### config.mk
export PLATFORM = sky130hd
export DESIGN_NAME = cec_front
export DESIGN_NICKNAME = d
export VERILOG_FILES = /design/src/design/cec_pkg.sv /design/src/design/cec_front.sv
export SDC_FILE = /design/constraint.sdc
export NUM_CORES = 1
export LEC_CHECK = 0
export BUFFER_PORTS_ARGS = -buffer_cell sky130_fd_sc_hd__clkbuf_2
export CAP_MARGIN = 0
export CORE_MARGIN = 1
export CORE_UTILIZATION = 43
export DETAILED_ROUTE_END_ITERATION = 12
export PLACE_DENSITY = 0.83
export SKIP_CTS_REPAIR_TIMING = 1
export SLEW_MARGIN = 30
export SYNTH_ARGS = -nofsm -noshare
export SYNTH_HDL_FRONTEND = slang
export SYNTH_SLANG_ARGS = --single-unit
### constraint.sdc
create_clock -name clk -period 2.8 [get_ports clk]
set_input_delay 0.84 -clock clk [delete_from_list [all_inputs] [get_ports clk]]
set_output_delay 0.84 -clock clk [all_outputs]
set_load 0.03 [all_outputs]
### src/design/cec_pkg.sv
// ----------------------------------------------------------------------------
// cec_pkg
// Types, constants and arithmetic helpers shared by the coulomb and energy
// counter modules.
// ----------------------------------------------------------------------------
package cec_pkg;

  localparam int TIME_BITS   = 20;
  localparam int FRAC_BITS   = 16;
  localparam int ELAPSED_W   = 20;
  localparam int CAL_SH      = 32 - FRAC_BITS;
  localparam int HOUR_SH     = 32 + FRAC_BITS;
  localparam int MUL_W       = 34;
  localparam int PROD_W      = 2 * MUL_W;
  localparam int ACC_W       = 100;
  localparam int QUEUE_DEPTH = 2;
  localparam int QUEUE_AW    = (QUEUE_DEPTH > 1) ? $clog2(QUEUE_DEPTH) : 1;
  localparam int CFG_IDX_W   = 3;

  localparam logic [CFG_IDX_W-1:0] REG_CURRENT_GAIN   = CFG_IDX_W'(0);
  localparam logic [CFG_IDX_W-1:0] REG_CURRENT_OFFSET = CFG_IDX_W'(1);
  localparam logic [CFG_IDX_W-1:0] REG_VOLTAGE_GAIN   = CFG_IDX_W'(2);
  localparam logic [CFG_IDX_W-1:0] REG_VOLTAGE_OFFSET = CFG_IDX_W'(3);

  localparam logic signed [31:0] CURRENT_GAIN_RST   = 32'sd10491085;
  localparam logic signed [31:0] CURRENT_OFFSET_RST = -32'sd816975;
  localparam logic signed [31:0] VOLTAGE_GAIN_RST   = 32'sd9960497;
  localparam logic signed [31:0] VOLTAGE_OFFSET_RST = -32'sd101;

  // Nearest integer to 2^64 / 3.6e9, used to turn microsecond sums into hours.
  localparam logic signed [MUL_W-1:0] HOUR_RECIP = MUL_W'(64'sd5124095576);

  typedef struct packed {
    logic signed [15:0]          raw_current;
    logic signed [15:0]          raw_voltage;
    logic        [ELAPSED_W-1:0] elapsed_us;
  } in_item_t;

  typedef struct packed {
    logic signed [31:0] current_amps;
    logic signed [31:0] voltage_volts;
    logic signed [63:0] charge_amp_hours;
    logic signed [63:0] energy_watt_hours;
  } out_item_t;

  typedef struct packed {
    logic signed [15:0]          raw_current;
    logic signed [15:0]          raw_voltage;
    logic        [TIME_BITS-1:0] dt;
  } job_t;

  typedef struct packed {
    logic signed [31:0] current_gain;
    logic signed [31:0] current_offset;
    logic signed [31:0] voltage_gain;
    logic signed [31:0] voltage_offset;
  } cfg_regs_t;

  function automatic logic [TIME_BITS-1:0] clamp_time(input logic [ELAPSED_W-1:0] e);
    logic [32:0] ext;
    logic [32:0] tmax;
    ext  = 33'(e);
    tmax = 33'((64'd1 << TIME_BITS) - 64'd1);
    if (ext > tmax) begin
      ext = tmax;
    end
    return ext[TIME_BITS-1:0];
  endfunction

  function automatic logic signed [31:0] sat32(input logic signed [PROD_W-1:0] v);
    logic [PROD_W-32:0] up;
    up = v[PROD_W-1:31];
    if ((&up) || (~|up)) begin
      return v[31:0];
    end else if (v[PROD_W-1]) begin
      return 32'sh8000_0000;
    end else begin
      return 32'sh7fff_ffff;
    end
  endfunction

  function automatic logic signed [63:0] sat64(input logic signed [PROD_W-1:0] v);
    logic [PROD_W-64:0] up;
    up = v[PROD_W-1:63];
    if ((&up) || (~|up)) begin
      return v[63:0];
    end else if (v[PROD_W-1]) begin
      return 64'sh8000_0000_0000_0000;
    end else begin
      return 64'sh7fff_ffff_ffff_ffff;
    end
  endfunction

  function automatic logic signed [63:0] sat64_acc(input logic signed [ACC_W-1:0] v);
    logic [ACC_W-64:0] up;
    up = v[ACC_W-1:63];
    if ((&up) || (~|up)) begin
      return v[63:0];
    end else if (v[ACC_W-1]) begin
      return 64'sh8000_0000_0000_0000;
    end else begin
      return 64'sh7fff_ffff_ffff_ffff;
    end
  endfunction

  // Rounding half up is the floor shift plus the last bit shifted out.
  function automatic logic signed [31:0] calibrate(input logic signed [PROD_W-1:0] p,
                                                   input logic signed [31:0] off);
    logic signed [PROD_W-1:0] sh;
    logic signed [PROD_W-1:0] q;
    sh = p >>> CAL_SH;
    q  = sh + PROD_W'(p[CAL_SH-1]) + PROD_W'(off);
    return sat32(q);
  endfunction

  function automatic logic signed [63:0] round_frac(input logic signed [ACC_W-1:0] acc);
    logic signed [ACC_W-1:0] sh;
    logic signed [ACC_W-1:0] q;
    sh = acc >>> FRAC_BITS;
    q  = sh + ACC_W'(acc[FRAC_BITS-1]);
    return sat64_acc(q);
  endfunction

  function automatic logic signed [63:0] round_hour(input logic signed [ACC_W-1:0] acc);
    logic signed [ACC_W-1:0] sh;
    logic signed [ACC_W-1:0] q;
    sh = acc >>> HOUR_SH;
    q  = sh + ACC_W'(acc[HOUR_SH-1]);
    return sat64_acc(q);
  endfunction

endpackage

### src/design/cec_front.sv
// ----------------------------------------------------------------------------
// cec_front
// Input stage: registers each sample pair, saturates the interval to the
// timer width and hands the job to the queue.
// ----------------------------------------------------------------------------
module cec_front import cec_pkg::*; (
  input  logic     clk,
  input  logic     rst_n,
  input  logic     in_valid,
  output logic     in_ready,
  input  in_item_t in_data,
  output logic     push_valid,
  input  logic     push_ready,
  output job_t     push_data
);

  logic hold_valid_r;
  job_t hold_r;

  assign in_ready   = !hold_valid_r || push_ready;
  assign push_valid = hold_valid_r;
  assign push_data  = hold_r;

  always_ff @(posedge clk) begin
    if (!rst_n) begin
      hold_valid_r <= 1'b0;
    end else if (in_valid && in_ready) begin
      hold_valid_r <= 1'b1;
    end else if (push_ready) begin
      hold_valid_r <= 1'b0;
    end
  end

  always_ff @(posedge clk) begin
    if (in_valid && in_ready) begin
      hold_r.raw_current <= in_data.raw_current;
      hold_r.raw_voltage <= in_data.raw_voltage;
      hold_r.dt          <= clamp_time(in_data.elapsed_us);
    end
  end

endmodule

### After elaboration in Yosys (flattened, before gate mapping)

Index checks and enable logic that the tools add are counted.

| storage, ports and cells | value |
|---|---|
| register bits after elaboration | 53 |
| input bits | 56 |
| output and inout port bits | 54 |
| word-level logic and storage cells | 10 |

| cells by class | value |
|---|---|
| mux-type cells | 2 |
| reduce and logical (&&, ||, !) cells | 4 |

Operator list:

| cell | count |
|---|---|
| 1-bit 2-to-1 mux | 2 |
| 2-bit nonzero test | 1 |
| 1-bit logical AND | 1 |
| 1-bit zero test | 1 |
| 1-bit logical OR | 1 |

### Logic depth before layout (Yosys ltp)

| logic depth | value |
|---|---|
| word-level depth | 4 |
| depth in mapped cells | 2 |
| depth with buffers taken out | 2 |

### Worst setup path before layout

OpenSTA, ideal clock, no wires.

| timing path | value |
|---|---|
| kind | input -> register |
| start point | input port push_ready |
| end point | register hold_r (netlist bit push_data[0]), enable pin |
| setup time | 373 ps |
| arrival | 1503 ps |
| required time | 2427 ps |
| path slack | 924 ps |
| stages on the path | 2 |
| buffers on the path | 0 |
| cell sequence | nand2b_4 > and2_4 |

| between the ends | value |
|---|---|
| cells in the longest elaborated chain, start to end | 2 |

RTL lines:

| item | RTL line | text |
|---|---|---|
| start: declaration | cec_front.sv:13 | `input logic push_ready,` |
| 1-bit logical OR | cec_front.sv:20 | `assign in_ready = !hold_valid_r \|\| push_ready;` |
| 1-bit logical AND | cec_front.sv:35 | `if (in_valid && in_ready) begin` |
| end: declaration | cec_front.sv:18 | `job_t hold_r;` |

No other way between the ends.
A chain may end at the register's enable or synchronous reset.

### Final worst setup path

| timing path | value |
|---|---|
| start point | input port push_ready |
| end point | output port in_ready |

| between the ends | value |
|---|---|
| cells in the longest elaborated chain, start to end | 1 |

RTL lines:

| item | RTL line | text |
|---|---|---|
| 1-bit logical OR | cec_front.sv:20 |  |
| end: declaration | cec_front.sv:10 | `output logic in_ready,` |

No other way between the ends.

==> metrics.cfg <==
[detailed_routing]
dr.first_iter.drc_count = 23
drt-total-wl_mm = 3.30
final_antenna_net_count = 0
drt-pass1-iter-count = 4
route.detailed.wl_per_inst_um = 15.0
drcViolationCount = 0
vias_per_cell = 4.51
num_vias = 992

[setup_path]
cp_max_fo = 3
crit_required_ns = 1.96
crit_arrival_ns = 1.24
end_kind = output port
worstSetupPathType = in -> out
worst_setup_path_start_kind = input port

[place]
gp_congestion = 0.744
dp.cells = 212
port_buffers = 109

[yosys]
netlist_area_um2 = 1620
synth_fp_nets = 113
yosysSeqAreaShare = 0.977
synth_warnings = 0
avgSynthCellArea_um2 = 28.4
netlist_instances = 57
synth-seq-cells = 53
ys_types = 6

[clocking]
clkSinkCount = 53
cts_tree = done
root_buffer = clkbuf_8
cts_buffer_depth = 2
worstSkewPairLatency_ns = 0.30
htree_levels = 2
numCtsBuffers = 5
clkTransAtPathRegs_ns = 0.10

[sta]
finalMaxSlewViolations = 0
period_share = 0.743
finalSetupTns_ns = 0
worstMarginPinSlew_ns = 0.648
rsz0062_at_grt = no
report.final.setup_viol = 0
hold_violations = 0
skew_ns = 0.00874
min_period_ns = 2.08
clock.fmax_ghz = 0.481
maxSlewHeadroom = 0.568

[power_and_ir_drop]
p_comb_frac = 0.125
powerDensity_nw_per_um2 = 673
sequentialPowerShare = 0.603
p_leak_uw = 0.00103
switching_share = 0.254
vdd_ir_drop_max_mv = 0.503
clockPowerShare = 0.271
power_switching_uw = 395
internal-power_uw = 1160

[global_route]
first_global_vias = 990
grt_pass1_wl_mm = 4.78
grt_overflow = 0
grt_max_degree = 53
antenna_found_initial = 0
grtUsageTotal = 0.168

[floorplanning]
core-area_um2 = 3470
initial_utilization = 0.467
die_w_um = 63.4
io_pins = 110
die_y_um = 63.4
rows = 21
dieArea_um2 = 4010

[flow_run]
drv_cap = 0

[final_layout]
num-nets-final = 229
multi_input_area_um2 = 33.8
nFillCells = 262
antenna_cells = 0
final_cells = 220
mostFrequentLayoutCells = clkbuf_2, edfxtp_1, clkbuf_8
layout-drive-gt1-share = 0.690
seq_area_um2 = 1580
final_common_cell = clkbuf_2
layout-area-overhead-vs-synth_pct = 42.8

[outcome]
status = completed

[worst_hold_path]
worstHoldPathType = reg -> reg

==> flip-flops by register name, summed over array words and instances, names as in the netlist <==
signal / count
push_valid: 1
push_data: 52
==> synthesized netlist by cell type, drive strengths merged <==
master	count	area share
a21boi	1	0.0070
edfxtp	52	0.96
inv	1	0.0023
nand2b	1	0.0085
and2	1	0.0054
dfxtp	1	0.012
==> layout make-up <==
cell class,instances,share of cell area
sequential,53,0.684
clock buffer,5,0.0298
multi-input combinational,3,0.0146
clock inverter,3,0.00920
timing repair buffer,109,0.236
tap,46,0.0249
inverter,1,0.00162
==> path summary, 6_finish.rpt <==
kind	cells past startpoint	slack, ns	endpoint	startpoint
max	3	0.72	in_ready	push_ready
min	2	0.52	push_valid$_SDFFE_PN0P_	push_valid$_SDFFE_PN0P_
max reg2reg	2	1.41	push_data[46]$_DFFE_PP_	push_valid$_SDFFE_PN0P_
min reg2reg	2	0.52	push_valid$_SDFFE_PN0P_	push_valid$_SDFFE_PN0P_
==> metrics by stage <==
step	util	power, uW	setup slack (ns)	hold WS [ns]	area [um2]
floorplan	-	1070	0.924	0.706	1620
global placement	0.641	1150	0.716	0.497	2220
detailed placement	0.641	1150	0.717	0.510	2220
CTS	0.667	1570	0.717	0.524	2310
global route	0.667	1610	0.689	0.534	2310
finish	0.667	1560	0.719	0.522	2310
==> power groups by stage <==
stage	clock network, uW	logic (uW)	registers [uW]
2_1_floorplan	0	19.1	1050
3_3_place_gp	0	192	955
3_5_place_dp	0	196	958
4_1_cts	435	196	940
5_1_grt	467	204	944
6_report	422	195	939
==> logic make-up (layout without fill, tap and decap cells) <==
family                 count (synthesis)  count (layout)  share of synthesized area
AO/OA/AOI/OAI                          1               1                    0.00695
buffers and inverters                  1             118                    0.00232
flip-flops                            53              53                      0.977
AND/OR/NAND/NOR                        2               2                     0.0139
==> routing by layer <==
layer | global-route usage | vias up | share of wire
met5 | 0 | - | 0
met4 | 0.0710 | 0 | 0.019
met3 | 0.0888 | 6 | 0.13
met2 | 0.282 | 67 | 0.52
met1 | 0.174 | 463 | 0.34
li1 | - | 456 | -
==> critical path, stage by stage <==
cell and delay [ns]:
clkbuf_2 0.07, nand2b_4 0.12, clkbuf_2 0.20
No activity file was read; power rests on OpenSTA's default activity.
