## config.mk

```make
export PLATFORM = sky130hd
export DESIGN_NAME = cec_queue
export DESIGN_NICKNAME = d
export VERILOG_FILES = /design/src/design/cec_pkg.sv /design/src/design/cec_queue.sv
export SDC_FILE = /design/constraint.sdc
export NUM_CORES = 1
export LEC_CHECK = 0
export BUFFER_PORTS_ARGS = -buffer_cell sky130_fd_sc_hd__clkbuf_2
export CELL_PAD_IN_SITES_DETAIL_PLACEMENT = 1
export CELL_PAD_IN_SITES_GLOBAL_PLACEMENT = 2
export CORE_ASPECT_RATIO = 1.25
export CORE_MARGIN = 1
export CORE_UTILIZATION = 37
export DETAILED_ROUTE_END_ITERATION = 8
export PLACE_DENSITY_LB_ADDON = 0.2
export SYNTH_ARGS = -nofsm -noshare
export SYNTH_HDL_FRONTEND = slang
export SYNTH_SLANG_ARGS = --single-unit
```

## constraint.sdc

```tcl
create_clock -name clk -period 2.75 [get_ports clk]
set_input_delay 0.4125 -clock clk [delete_from_list [all_inputs] [get_ports clk]]
set_output_delay 0.4125 -clock clk [all_outputs]
set_load 0.05 [all_outputs]
```

## src/design/cec_pkg.sv

```systemverilog
// ----------------------------------------------------------------------------
// cec_pkg
// Types, constants and arithmetic helpers shared by the coulomb and energy
// counter modules.
// ----------------------------------------------------------------------------
package cec_pkg;

  localparam int TIME_BITS   = 20;
  localparam int FRAC_BITS   = 16;
  localparam int ELAPSED_W   = 20;
  localparam int CAL_SH      = 32 - FRAC_BITS;
  localparam int HOUR_SH     = 32 + FRAC_BITS;
  localparam int MUL_W       = 34;
  localparam int PROD_W      = 2 * MUL_W;
  localparam int ACC_W       = 100;
  localparam int QUEUE_DEPTH = 2;
  localparam int QUEUE_AW    = (QUEUE_DEPTH > 1) ? $clog2(QUEUE_DEPTH) : 1;
  localparam int CFG_IDX_W   = 3;

  localparam logic [CFG_IDX_W-1:0] REG_CURRENT_GAIN   = CFG_IDX_W'(0);
  localparam logic [CFG_IDX_W-1:0] REG_CURRENT_OFFSET = CFG_IDX_W'(1);
  localparam logic [CFG_IDX_W-1:0] REG_VOLTAGE_GAIN   = CFG_IDX_W'(2);
  localparam logic [CFG_IDX_W-1:0] REG_VOLTAGE_OFFSET = CFG_IDX_W'(3);

  localparam logic signed [31:0] CURRENT_GAIN_RST   = 32'sd10491085;
  localparam logic signed [31:0] CURRENT_OFFSET_RST = -32'sd816975;
  localparam logic signed [31:0] VOLTAGE_GAIN_RST   = 32'sd9960497;
  localparam logic signed [31:0] VOLTAGE_OFFSET_RST = -32'sd101;

  // Nearest integer to 2^64 / 3.6e9, used to turn microsecond sums into hours.
  localparam logic signed [MUL_W-1:0] HOUR_RECIP = MUL_W'(64'sd5124095576);

  typedef struct packed {
    logic signed [15:0]          raw_current;
    logic signed [15:0]          raw_voltage;
    logic        [ELAPSED_W-1:0] elapsed_us;
  } in_item_t;

  typedef struct packed {
    logic signed [31:0] current_amps;
    logic signed [31:0] voltage_volts;
    logic signed [63:0] charge_amp_hours;
    logic signed [63:0] energy_watt_hours;
  } out_item_t;

  typedef struct packed {
    logic signed [15:0]          raw_current;
    logic signed [15:0]          raw_voltage;
    logic        [TIME_BITS-1:0] dt;
  } job_t;

  typedef struct packed {
    logic signed [31:0] current_gain;
    logic signed [31:0] current_offset;
    logic signed [31:0] voltage_gain;
    logic signed [31:0] voltage_offset;
  } cfg_regs_t;

  function automatic logic [TIME_BITS-1:0] clamp_time(input logic [ELAPSED_W-1:0] e);
    logic [32:0] ext;
    logic [32:0] tmax;
    ext  = 33'(e);
    tmax = 33'((64'd1 << TIME_BITS) - 64'd1);
    if (ext > tmax) begin
      ext = tmax;
    end
    return ext[TIME_BITS-1:0];
  endfunction

  function automatic logic signed [31:0] sat32(input logic signed [PROD_W-1:0] v);
    logic [PROD_W-32:0] up;
    up = v[PROD_W-1:31];
    if ((&up) || (~|up)) begin
      return v[31:0];
    end else if (v[PROD_W-1]) begin
      return 32'sh8000_0000;
    end else begin
      return 32'sh7fff_ffff;
    end
  endfunction

  function automatic logic signed [63:0] sat64(input logic signed [PROD_W-1:0] v);
    logic [PROD_W-64:0] up;
    up = v[PROD_W-1:63];
    if ((&up) || (~|up)) begin
      return v[63:0];
    end else if (v[PROD_W-1]) begin
      return 64'sh8000_0000_0000_0000;
    end else begin
      return 64'sh7fff_ffff_ffff_ffff;
    end
  endfunction

  function automatic logic signed [63:0] sat64_acc(input logic signed [ACC_W-1:0] v);
    logic [ACC_W-64:0] up;
    up = v[ACC_W-1:63];
    if ((&up) || (~|up)) begin
      return v[63:0];
    end else if (v[ACC_W-1]) begin
      return 64'sh8000_0000_0000_0000;
    end else begin
      return 64'sh7fff_ffff_ffff_ffff;
    end
  endfunction

  // Rounding half up is the floor shift plus the last bit shifted out.
  function automatic logic signed [31:0] calibrate(input logic signed [PROD_W-1:0] p,
                                                   input logic signed [31:0] off);
    logic signed [PROD_W-1:0] sh;
    logic signed [PROD_W-1:0] q;
    sh = p >>> CAL_SH;
    q  = sh + PROD_W'(p[CAL_SH-1]) + PROD_W'(off);
    return sat32(q);
  endfunction

  function automatic logic signed [63:0] round_frac(input logic signed [ACC_W-1:0] acc);
    logic signed [ACC_W-1:0] sh;
    logic signed [ACC_W-1:0] q;
    sh = acc >>> FRAC_BITS;
    q  = sh + ACC_W'(acc[FRAC_BITS-1]);
    return sat64_acc(q);
  endfunction

  function automatic logic signed [63:0] round_hour(input logic signed [ACC_W-1:0] acc);
    logic signed [ACC_W-1:0] sh;
    logic signed [ACC_W-1:0] q;
    sh = acc >>> HOUR_SH;
    q  = sh + ACC_W'(acc[HOUR_SH-1]);
    return sat64_acc(q);
  endfunction

endpackage

```

## src/design/cec_queue.sv

```systemverilog
// ----------------------------------------------------------------------------
// cec_queue
// Short job queue that decouples the input stage from the arithmetic back end.
// ----------------------------------------------------------------------------
module cec_queue import cec_pkg::*; (
  input  logic clk,
  input  logic rst_n,
  input  logic push_valid,
  output logic push_ready,
  input  job_t push_data,
  output logic pop_valid,
  input  logic pop_ready,
  output job_t pop_data
);

  job_t                mem [QUEUE_DEPTH];
  logic [QUEUE_AW-1:0] wr_ptr_r;
  logic [QUEUE_AW-1:0] rd_ptr_r;
  logic [QUEUE_AW:0]   count_r;
  logic                do_push;
  logic                do_pop;

  assign push_ready = (count_r != (QUEUE_AW+1)'(QUEUE_DEPTH));
  assign pop_valid  = (count_r != '0);
  assign pop_data   = mem[rd_ptr_r];
  assign do_push    = push_valid && push_ready;
  assign do_pop     = pop_valid && pop_ready;

  always_ff @(posedge clk) begin
    if (do_push) begin
      mem[wr_ptr_r] <= push_data;
    end
  end

  always_ff @(posedge clk) begin
    if (!rst_n) begin
      wr_ptr_r <= '0;
      rd_ptr_r <= '0;
      count_r  <= '0;
    end else begin
      if (do_push) begin
        wr_ptr_r <= (wr_ptr_r == QUEUE_AW'(QUEUE_DEPTH - 1)) ? '0 : wr_ptr_r + 1'b1;
      end
      if (do_pop) begin
        rd_ptr_r <= (rd_ptr_r == QUEUE_AW'(QUEUE_DEPTH - 1)) ? '0 : rd_ptr_r + 1'b1;
      end
      if (do_push && !do_pop) begin
        count_r <= count_r + 1'b1;
      end else if (do_pop && !do_push) begin
        count_r <= count_r - 1'b1;
      end
    end
  end

endmodule

```

# Word-level counts from Yosys, hierarchy flattened
# Memory sizes are Yosys's and may differ from the RTL's. A register that Yosys moved wholly into a read port is not among the register bits.
# Cells that the tools add are included.
[classes]
n_eq_ne = 1
reduce_logical = 8
mux = 8
n_addsub = 4
[ops]
columns = ["operator", "count"]
rows = [
  ["$mux 1", 6],
  ["$logic_and 1x1->1", 4],
  ["$mux 2", 2],
  ["$reduce_bool 2->1", 2],
  ["$add 1x1->1 const B", 2],
  ["$add 2x1->2 const B", 1],
  ["$logic_not 1->1", 2],
  ["$ne 2x2->1 const B", 1],
  ["$sub 2x1->2 const B", 1],
]
[totals]
output_inout_bits = 54
regBits = 4
ram_bits = 104
in_bits = 56
n_memories = 1
[memory_table]
columns = ["name", "words", "width", "rd", "rd_ports_with_merged_regs", "write_ports", "line_no", "source"]
rows = [
  ["mem", 2, 52, 1, 1, 1, "cec_queue.sv:16", "job_t mem [QUEUE_DEPTH];"],
]

# Logic depth before layout (Yosys ltp)
# Gate-level depths: netlist (run 1).
[logic_depth]
depth_word = 6
depth_mapped = 6

# Least setup slack after synthesis (run 1)
# Ideal clock, no wire load.
[synth_timing]
path_type = "reg-to-reg"
from = "register count_r[0]"
to = "memory mem[1][0] in the netlist's numbering (enable)"
setup_slack_ns = 0.370
period_less_slack_ns = 2.380
stages_incl_launch_ff = 3
t_arrival_ns = 1.965
setup_time_ns = 0.415
path_cell_list = "dfxtp_1 -> nand2b_4 -> and3_1"
[synth_between]
elab_chain_len = 4
[synth_rtl]
columns = ["element", "line_no", "source"]
rows = [
  ["from (decl)", "cec_queue.sv:19", "logic [QUEUE_AW:0] count_r;"],
  ["from (signal assigned)", "cec_queue.sv:48", "count_r <= count_r + 1'b1;"],
  ["from (signal assigned)", "cec_queue.sv:50", "count_r <= count_r - 1'b1;"],
  ["$ne 2x2->1", "cec_queue.sv:23", "assign push_ready = (count_r != (QUEUE_AW+1)'(QUEUE_DEPTH));"],
  ["named net push_ready", "cec_queue.sv:9", "output logic push_ready,"],
  ["$logic_and 1x1->1", "cec_queue.sv:26", "assign do_push = push_valid && push_ready;"],
  ["$mux 1", "cec_queue.sv:30", "if (do_push) begin"],
  ["$mux 1 (implied by the code)", "cec_queue.sv:31", "mem[wr_ptr_r] <= push_data;"],
  ["to (decl)", "cec_queue.sv:16", ""],
]
# The timed path passes the listed nets, and every way through them passes these cells.

==> reports/results.tsv, run 1 <==
stage	metric	value	unit
detailed_routing	DR pass1 iterations	4	
clock_tree	Post-CTS Setup Inserts	0	
detailed_routing	via count	2045	
clock_tree	root buf cell	clkbuf_16	
setup_path	worst path arrival time	1560	ps
run	max-cap violations	0	
sta	endpoints failing hold	0	
setup_path	crit path kind	flip-flop to output port	
floorplan	num rows	42	
clock_tree	worst skew pair latency	340	ps
detailed_routing	DR WL/cell	16.30	um
logic_synthesis	Mapped Cells	186	
cells_and_area	diode count	0	
detailed_routing	drt total wl	7190	um
clock_tree	CTS buffer count	9	
grt	overall routing resource usage	13.70	%
floorplan	Die W	94.93	um
pwr	combinational share of power	35.6	%
grt	first-pass GRT wire length	11250	um
setup_path	CP Capture Type	output port	
logic_synthesis	top cells by area, synth	edfxtp_1 (78%), mux2_2 (15%), dfxtp_1 (2.5%)	
floorplan	core region area	10560	sq um
detailed_routing	detail-routed via count per cell	4.637	
sta	min Tclk post-route	1970	ps
clock_tree	H-Tree Depth	3	
logic_synthesis	post-synthesis adder-cell area fraction	0.3133	%
pwr	total power	5.401	mW
sta	period utilisation layout	71.63	%
pwr	Clk pwr share	24.7	%
min_path	worst hold start	push_data[18]	
grt	initial antenna violation count	0	
sta	final setup vio count	0	
setup_path	startpoint types	flip-flop	
sta	max frequency	507.7	MHz
floorplan	io pins	110	
sta	Worst Tran Pin Value	426.5	ps
setup_path	worst r2r src	count_r[0]	
placed_design	hpwl dp	4845	um
clock_tree	# hold bufs at CTS	0	
sta	setup TNS	0	ps
logic_synthesis	Synth cell types	20	
cells_and_area	Area Growth Syn to Fin	26.66	%
grt	number of global-route vias before repair	2199	
min_path	Worst Hold Class	input pin to flip-flop	
grt	largest net degree at the start of global routing	41	
logic_synthesis	area share of the leading cell type in the synthesized netlist	78.20	%
logic_synthesis	post-synthesis xor/xnor area fraction	0.6579	%
pwr	Pleak	1.901	nW
clock_tree	CTS tree	done	
pwr	Power Dens Cells	1068	nW/um^2
setup_path	CP required	2340	ps
pwr	Internal	3.436	mW
logic_synthesis	fraction of synthesized area in multiplexers	14.66	%
logic_synthesis	post-synthesis simple-gate area fraction	1.629	%
placed_design	Placed Instance Area	4745	sq um
setup_path	CP max stage cell	dfxtp_2	
sta	relative slew slack	71.52	%
cells_and_area	post-route cell area	5059	sq um
sta	clk_skew	6.166	ps
floorplan	die area	11220	sq um
pwr	VDD IR max	0.4754	mV
placed_design	count of input and output buffers	109	
clock_tree	PostCTS Resize Cnt	0	
logic_synthesis	synthesized area	3994	sq um
setup_path	crit-path max FO	32	
grt	gr ovfl total	0	
cells_and_area	Final Net Count	361	
placed_design	GPL Wtd Cong	0.6561	
cells_and_area	fraction of layout cells with a size suffix above 1	59.87	%
sta	unrepaired setup endpoints after global routing	no	
setup_path	Cell Chain, Critical Path	buf_12 -> mux2_2 -> clkbuf_2	
floorplan	initial core utilization	37.81	%
pwr	Switching Share	36.40	%
logic_synthesis	synthesized flop and latch total	109	
logic_synthesis	syn_area_per_cell	21.47	sq um
sta	max-slew violation count	0	
logic_synthesis	Ys Warns	0	
clock_tree	CTS Buffer Depth	2	
clock_tree	clock sinks	109	
detailed_routing	DRC viols	0	
logic_synthesis	top cell type by total area after synthesis	edfxtp_1	
logic_synthesis	Synth Net Count	243	
placed_design	Cells after DPL	425	
floorplan	Die Height	118.2	um
cells_and_area	final non-filler cell total	441	
detailed_routing	number of nets with antenna violations after routing	0	
logic_synthesis	Synth Area in Compound Gates	0.8772	%
clock_tree	CTS clk-pin slew, worst paths	70	ps
status	status	finished, final reports clean	
logic_synthesis	sequential-to-total area share from yosys stat	80.70	%
pwr	Switching Power	1.966	mW
detailed_routing	Initial DRC Count	54	
cells_and_area	fin util	47.89	%
logic_synthesis	largest family of logic cells by synthesized area	multiplexers	
setup_path	Worst path max stage delay	380	ps
pwr	sequential power share	39.6	%
-- logic make-up (layout without fill, tap and decap cells) --
logic type,Yosys count,in the layout
adder cells (fa/ha/maj),1,1
XOR/XNOR,3,3
multiplexers,52,52
AO/OA/AOI/OAI,5,5
buffers and inverters,7,130
flip-flops,109,109
AND/OR/NAND/NOR,9,9
-- worst max-delay path: cells and delay by family, from the launching register on --
family | cells | cell delay, ps
buffers and inverters | 2 | 450
DFF | 1 | 380
muxes | 1 | 370
-- sequential cells by signal (all words and copies together) (netlist names), named ones only --
register  cells
mem         104
count_r       2
rd_ptr_r      1
wr_ptr_r      1
-- layer usage --
layer	track usage (%)	vias up	routed length, um
met4	5.114	0	102
met3	3.990	9	344
met5	0	-	0
met1	15.00	1009	2818
met2	24.46	62	3924
li1	-	965	-
-- layout make-up --
type / count / area, sq um
flip-flops and latches: 109 / 3224
well taps: 132 / 165.2
repair buffers: 113 / 625.6
inverters: 1 / 3.754
clock inverters: 6 / 85.08
clock buffers: 10 / 229.0
multi-input cells: 70 / 725.7
fillers: 1015 / 5504
-- per-stage QoR --
| step | hold slack, ps | setup slack, ps |
|---|---|---|
| 2_1_floorplan | 511.4 | 369.9 |
| 3_3_place_gp | 544.2 | 1104 |
| 3_5_place_dp | 560.0 | 1042 |
| 4_1_cts | 245.5 | 753.1 |
| 5_1_grt | 244.5 | 730.6 |
| 6_report | 261.3 | 780.3 |
-- synthesized netlist by cell type --
cell and number:
or2_2 1, xnor2_1 2, o21ai_1 1, or3_1 1, and2_1 4, a21boi_0 1, nand2b_4 1, and3_1 1
a21boi_1 1, edfxtp_1 104, dfxtp_1 5, nand3b_1 1, a21bo_2 1, mux2_2 52, buf_2 1, xor2_1 1
ha_1 1, o21ai_0 1, inv_1 1, buf_4 5
-- power by group through the flow --
stage	Combinational, mW	Sequential (mW)	Clock (mW)
4_1_cts	1.96	2.14	1.38
2_1_floorplan	1.52	2.16	0
3_3_place_gp	1.95	2.17	0
6_report	1.92	2.14	1.34
5_1_grt	2.04	2.16	1.43
3_5_place_dp	1.96	2.18	0
-- final timing paths --
| kind | endpoint | slack [ps] | cells after the start |
|---|---|---|---|
| max | pop_data[7] | 780 | 3 |
| min | mem[1][18] | 260 | 1 |
| max reg2reg | mem[0][23] | 1090 | 4 |
| min reg2reg | count_r[1] | 560 | 2 |
-- cell usage in the layout (no fill, tap or decap), types with 2 or more instances in the layout --
cell type / Yosys / final
buf_12: 0 / 4
and2_1: 4 / 4
clkbuf_16: 0 / 9
dfxtp_1: 5 / 4
mux2_2: 52 / 52
clkbuf_2: 0 / 109
edfxtp_1: 104 / 104
bufinv_16: 0 / 2
xnor2_1: 2 / 2
Power figures use the tool's default switching activity.
==> run 2, diff against run 1 <==
Settings changed: CORE_UTILIZATION 37 to 34.
Clock period 2.75 ns to 1.8 ns, I/O delays scaled along.
==> run 2 against run 1 <==
Clock skew barely moved. Largest power group is now combinational logic. Final cell count is 3.4% higher. Non-clock buffer count grew 12. Clock power rose by 56%. Die area is 8.7% higher. Sequential cell count stayed put. Sequential share of layout area down 7.1 points. Cell area increased by 13%. Routed wire length up 17%. Global-route usage shrank 0.69 points. First-iteration DRC count grew 28%. Sequential power increased by 53%.
==> reports/results.tsv, run 2 (synthesis gave the netlist of run 1 again) <==
stage	metric	value	unit
status	status	finished, final reports clean	
detailed_routing	drt total wl	8377	um
sta	max frequency	557.2	MHz
setup_path	Buf/Inv on CP	3	
grt	overall routing resource usage	13.00	%
detailed_routing	Initial DRC Count	69	
setup_path	Worst path max stage delay	370	ps
cells_and_area	max reg flops	104	
cells_and_area	diode count	0	
pwr	VDD IR max	0.7254	mV
sta	final setup vio count	0	
run	max-cap violations	0	
sta	unrepaired setup endpoints after global routing	yes	
placed_design	count of input and output buffers	109	
detailed_routing	DR WL/cell	18.37	um
clock_tree	CTS tree	done	
floorplan	initial core utilization	35.52	%
floorplan	Die Height	123.2	um
sta	period utilisation layout	99.71	%
clock_tree	root buf cell	clkbuf_16	
setup_path	crit-path max FO	8	
sta	Worst Tran Pin Value	297.4	ps
sta	final hold slack	116.0	ps
pwr	Pleak	2.155	nW
setup_path	startpoint types	flip-flop	
setup_path	CP Capture Type	output port	
clock_tree	clock sinks	109	
detailed_routing	number of nets with antenna violations after routing	0	
pwr	total power	9.404	mW
detailed_routing	DR pass1 iterations	4	
min_path	Worst Hold Class	input pin to flip-flop	
setup_path	crit path kind	flip-flop to output port	
floorplan	die area	12190	sq um
sta	relative slew slack	80.26	%
sta	max-slew violation count	0	
pwr	Power Dens Cells	1649	nW/um^2
detailed_routing	DRC viols	0	
clock_tree	# hold bufs at CTS	0	
clock_tree	CTS buffer count	9	
clock_tree	CTS clk-pin slew, worst paths	70	ps
cells_and_area	Final Net Count	373	
setup_path	largest delay contributor family on the critical path	buffers and inverters	
cells_and_area	fraction of layout cells with a size suffix above 1	61.99	%
clock_tree	CTS Buffer Depth	2	
floorplan	num rows	43	
cells_and_area	commonest non-fill, non-tap cell in the layout	edfxtp_1	
cells_and_area	largest registers	mem (104), count_r (2)	
grt	number of global-route vias before repair	2238	
grt	initial antenna violation count	0	
clock_tree	worst skew pair latency	340	ps
cells_and_area	Most flops, register	mem	
setup_path	Cell Chain, Critical Path	buf_12 -> clkbuf_16 -> mux2_2 -> buf_6	
setup_path	CP max stage cell	dfxtp_4	
clock_tree	H-Tree Depth	3	
detailed_routing	via count	2129	
grt	first-pass GRT wire length	11510	um
floorplan	Die W	98.94	um
floorplan	core region area	11240	sq um
floorplan	io pins	110	
sta	endpoints failing hold	0	
cells_and_area	most frequent cells in the layout	edfxtp_1 (104), clkbuf_2 (57), mux2_2 (43)	
sta	min Tclk post-route	1795	ps
cells_and_area	Area Growth Syn to Fin	42.76	%
grt	largest net degree at the start of global routing	33	
placed_design	hpwl dp	4913	um
grt	gr ovfl total	0	
sta	clk_skew	6.424	ps
sta	setup TNS	0	ps
placed_design	GPL Wtd Cong	0.6328	
detailed_routing	detail-routed via count per cell	4.669	
setup_path	CP required	1530	ps
setup_path	worst path arrival time	1520	ps
## run 2: path summary, 6_finish.rpt
path | from | end | slack [ps] | cells after the start
hold reg to reg | count_r[1] | count_r[1] | 560 | 2
hold / removal | push_data[4] | mem[0][4] | 120 | 1
setup / recovery | flip-flop | pop_data[26] | 5 | 4
setup reg to reg | count_r[1] | count_r[1] | 240 | 5
## run 2: area by class of cell
type / count / area, sq um
tap: 135 / 168.9
sequential: 109 / 3228
multi-input combinational: 70 / 759.5
clock inverter: 6 / 87.58
clock buffer: 10 / 229.0
timing repair buffer: 125 / 1221
fill: 1054 / 5543
inverter: 1 / 7.507
## run 2: stage by stage
stage / worst slack, ps / cell area, sq um / cells / utilization, %
3_3_place_gp: 293.9 / 4768 / 430 / 42.41
4_1_cts: 0.1311 / 5336 / 447 / 47.46
3_5_place_dp: 241.2 / 4768 / 430 / 42.41
6_report: 5.172 / 5702 / 456 / 50.71
5_1_grt: -37.63 / 5702 / 456 / 50.71
2_1_floorplan: -74.52 / 4000 / 186 / -
## run 2: per-layer routing
metal | track usage, % | routed length (um)
met1 | 13.80 | 3129
met2 | 23.65 | 4686
met3 | 4.409 | 451
met4 | 5.317 | 110
met5 | 0 | 0
## run 2: repair_timing
item | CTS | global route
setup buffers | 0 | 2
gates cloned | 1 | 7
setup endpoints to repair | 52 | 44
gates resized for setup | 66 | 103
## run 2: power breakdown
part	internal [mW]	switching, mW	total (mW)
registers	3.17	0.102	3.27
clock network	1.22	0.870	2.09
logic	1.72	2.32	4.04
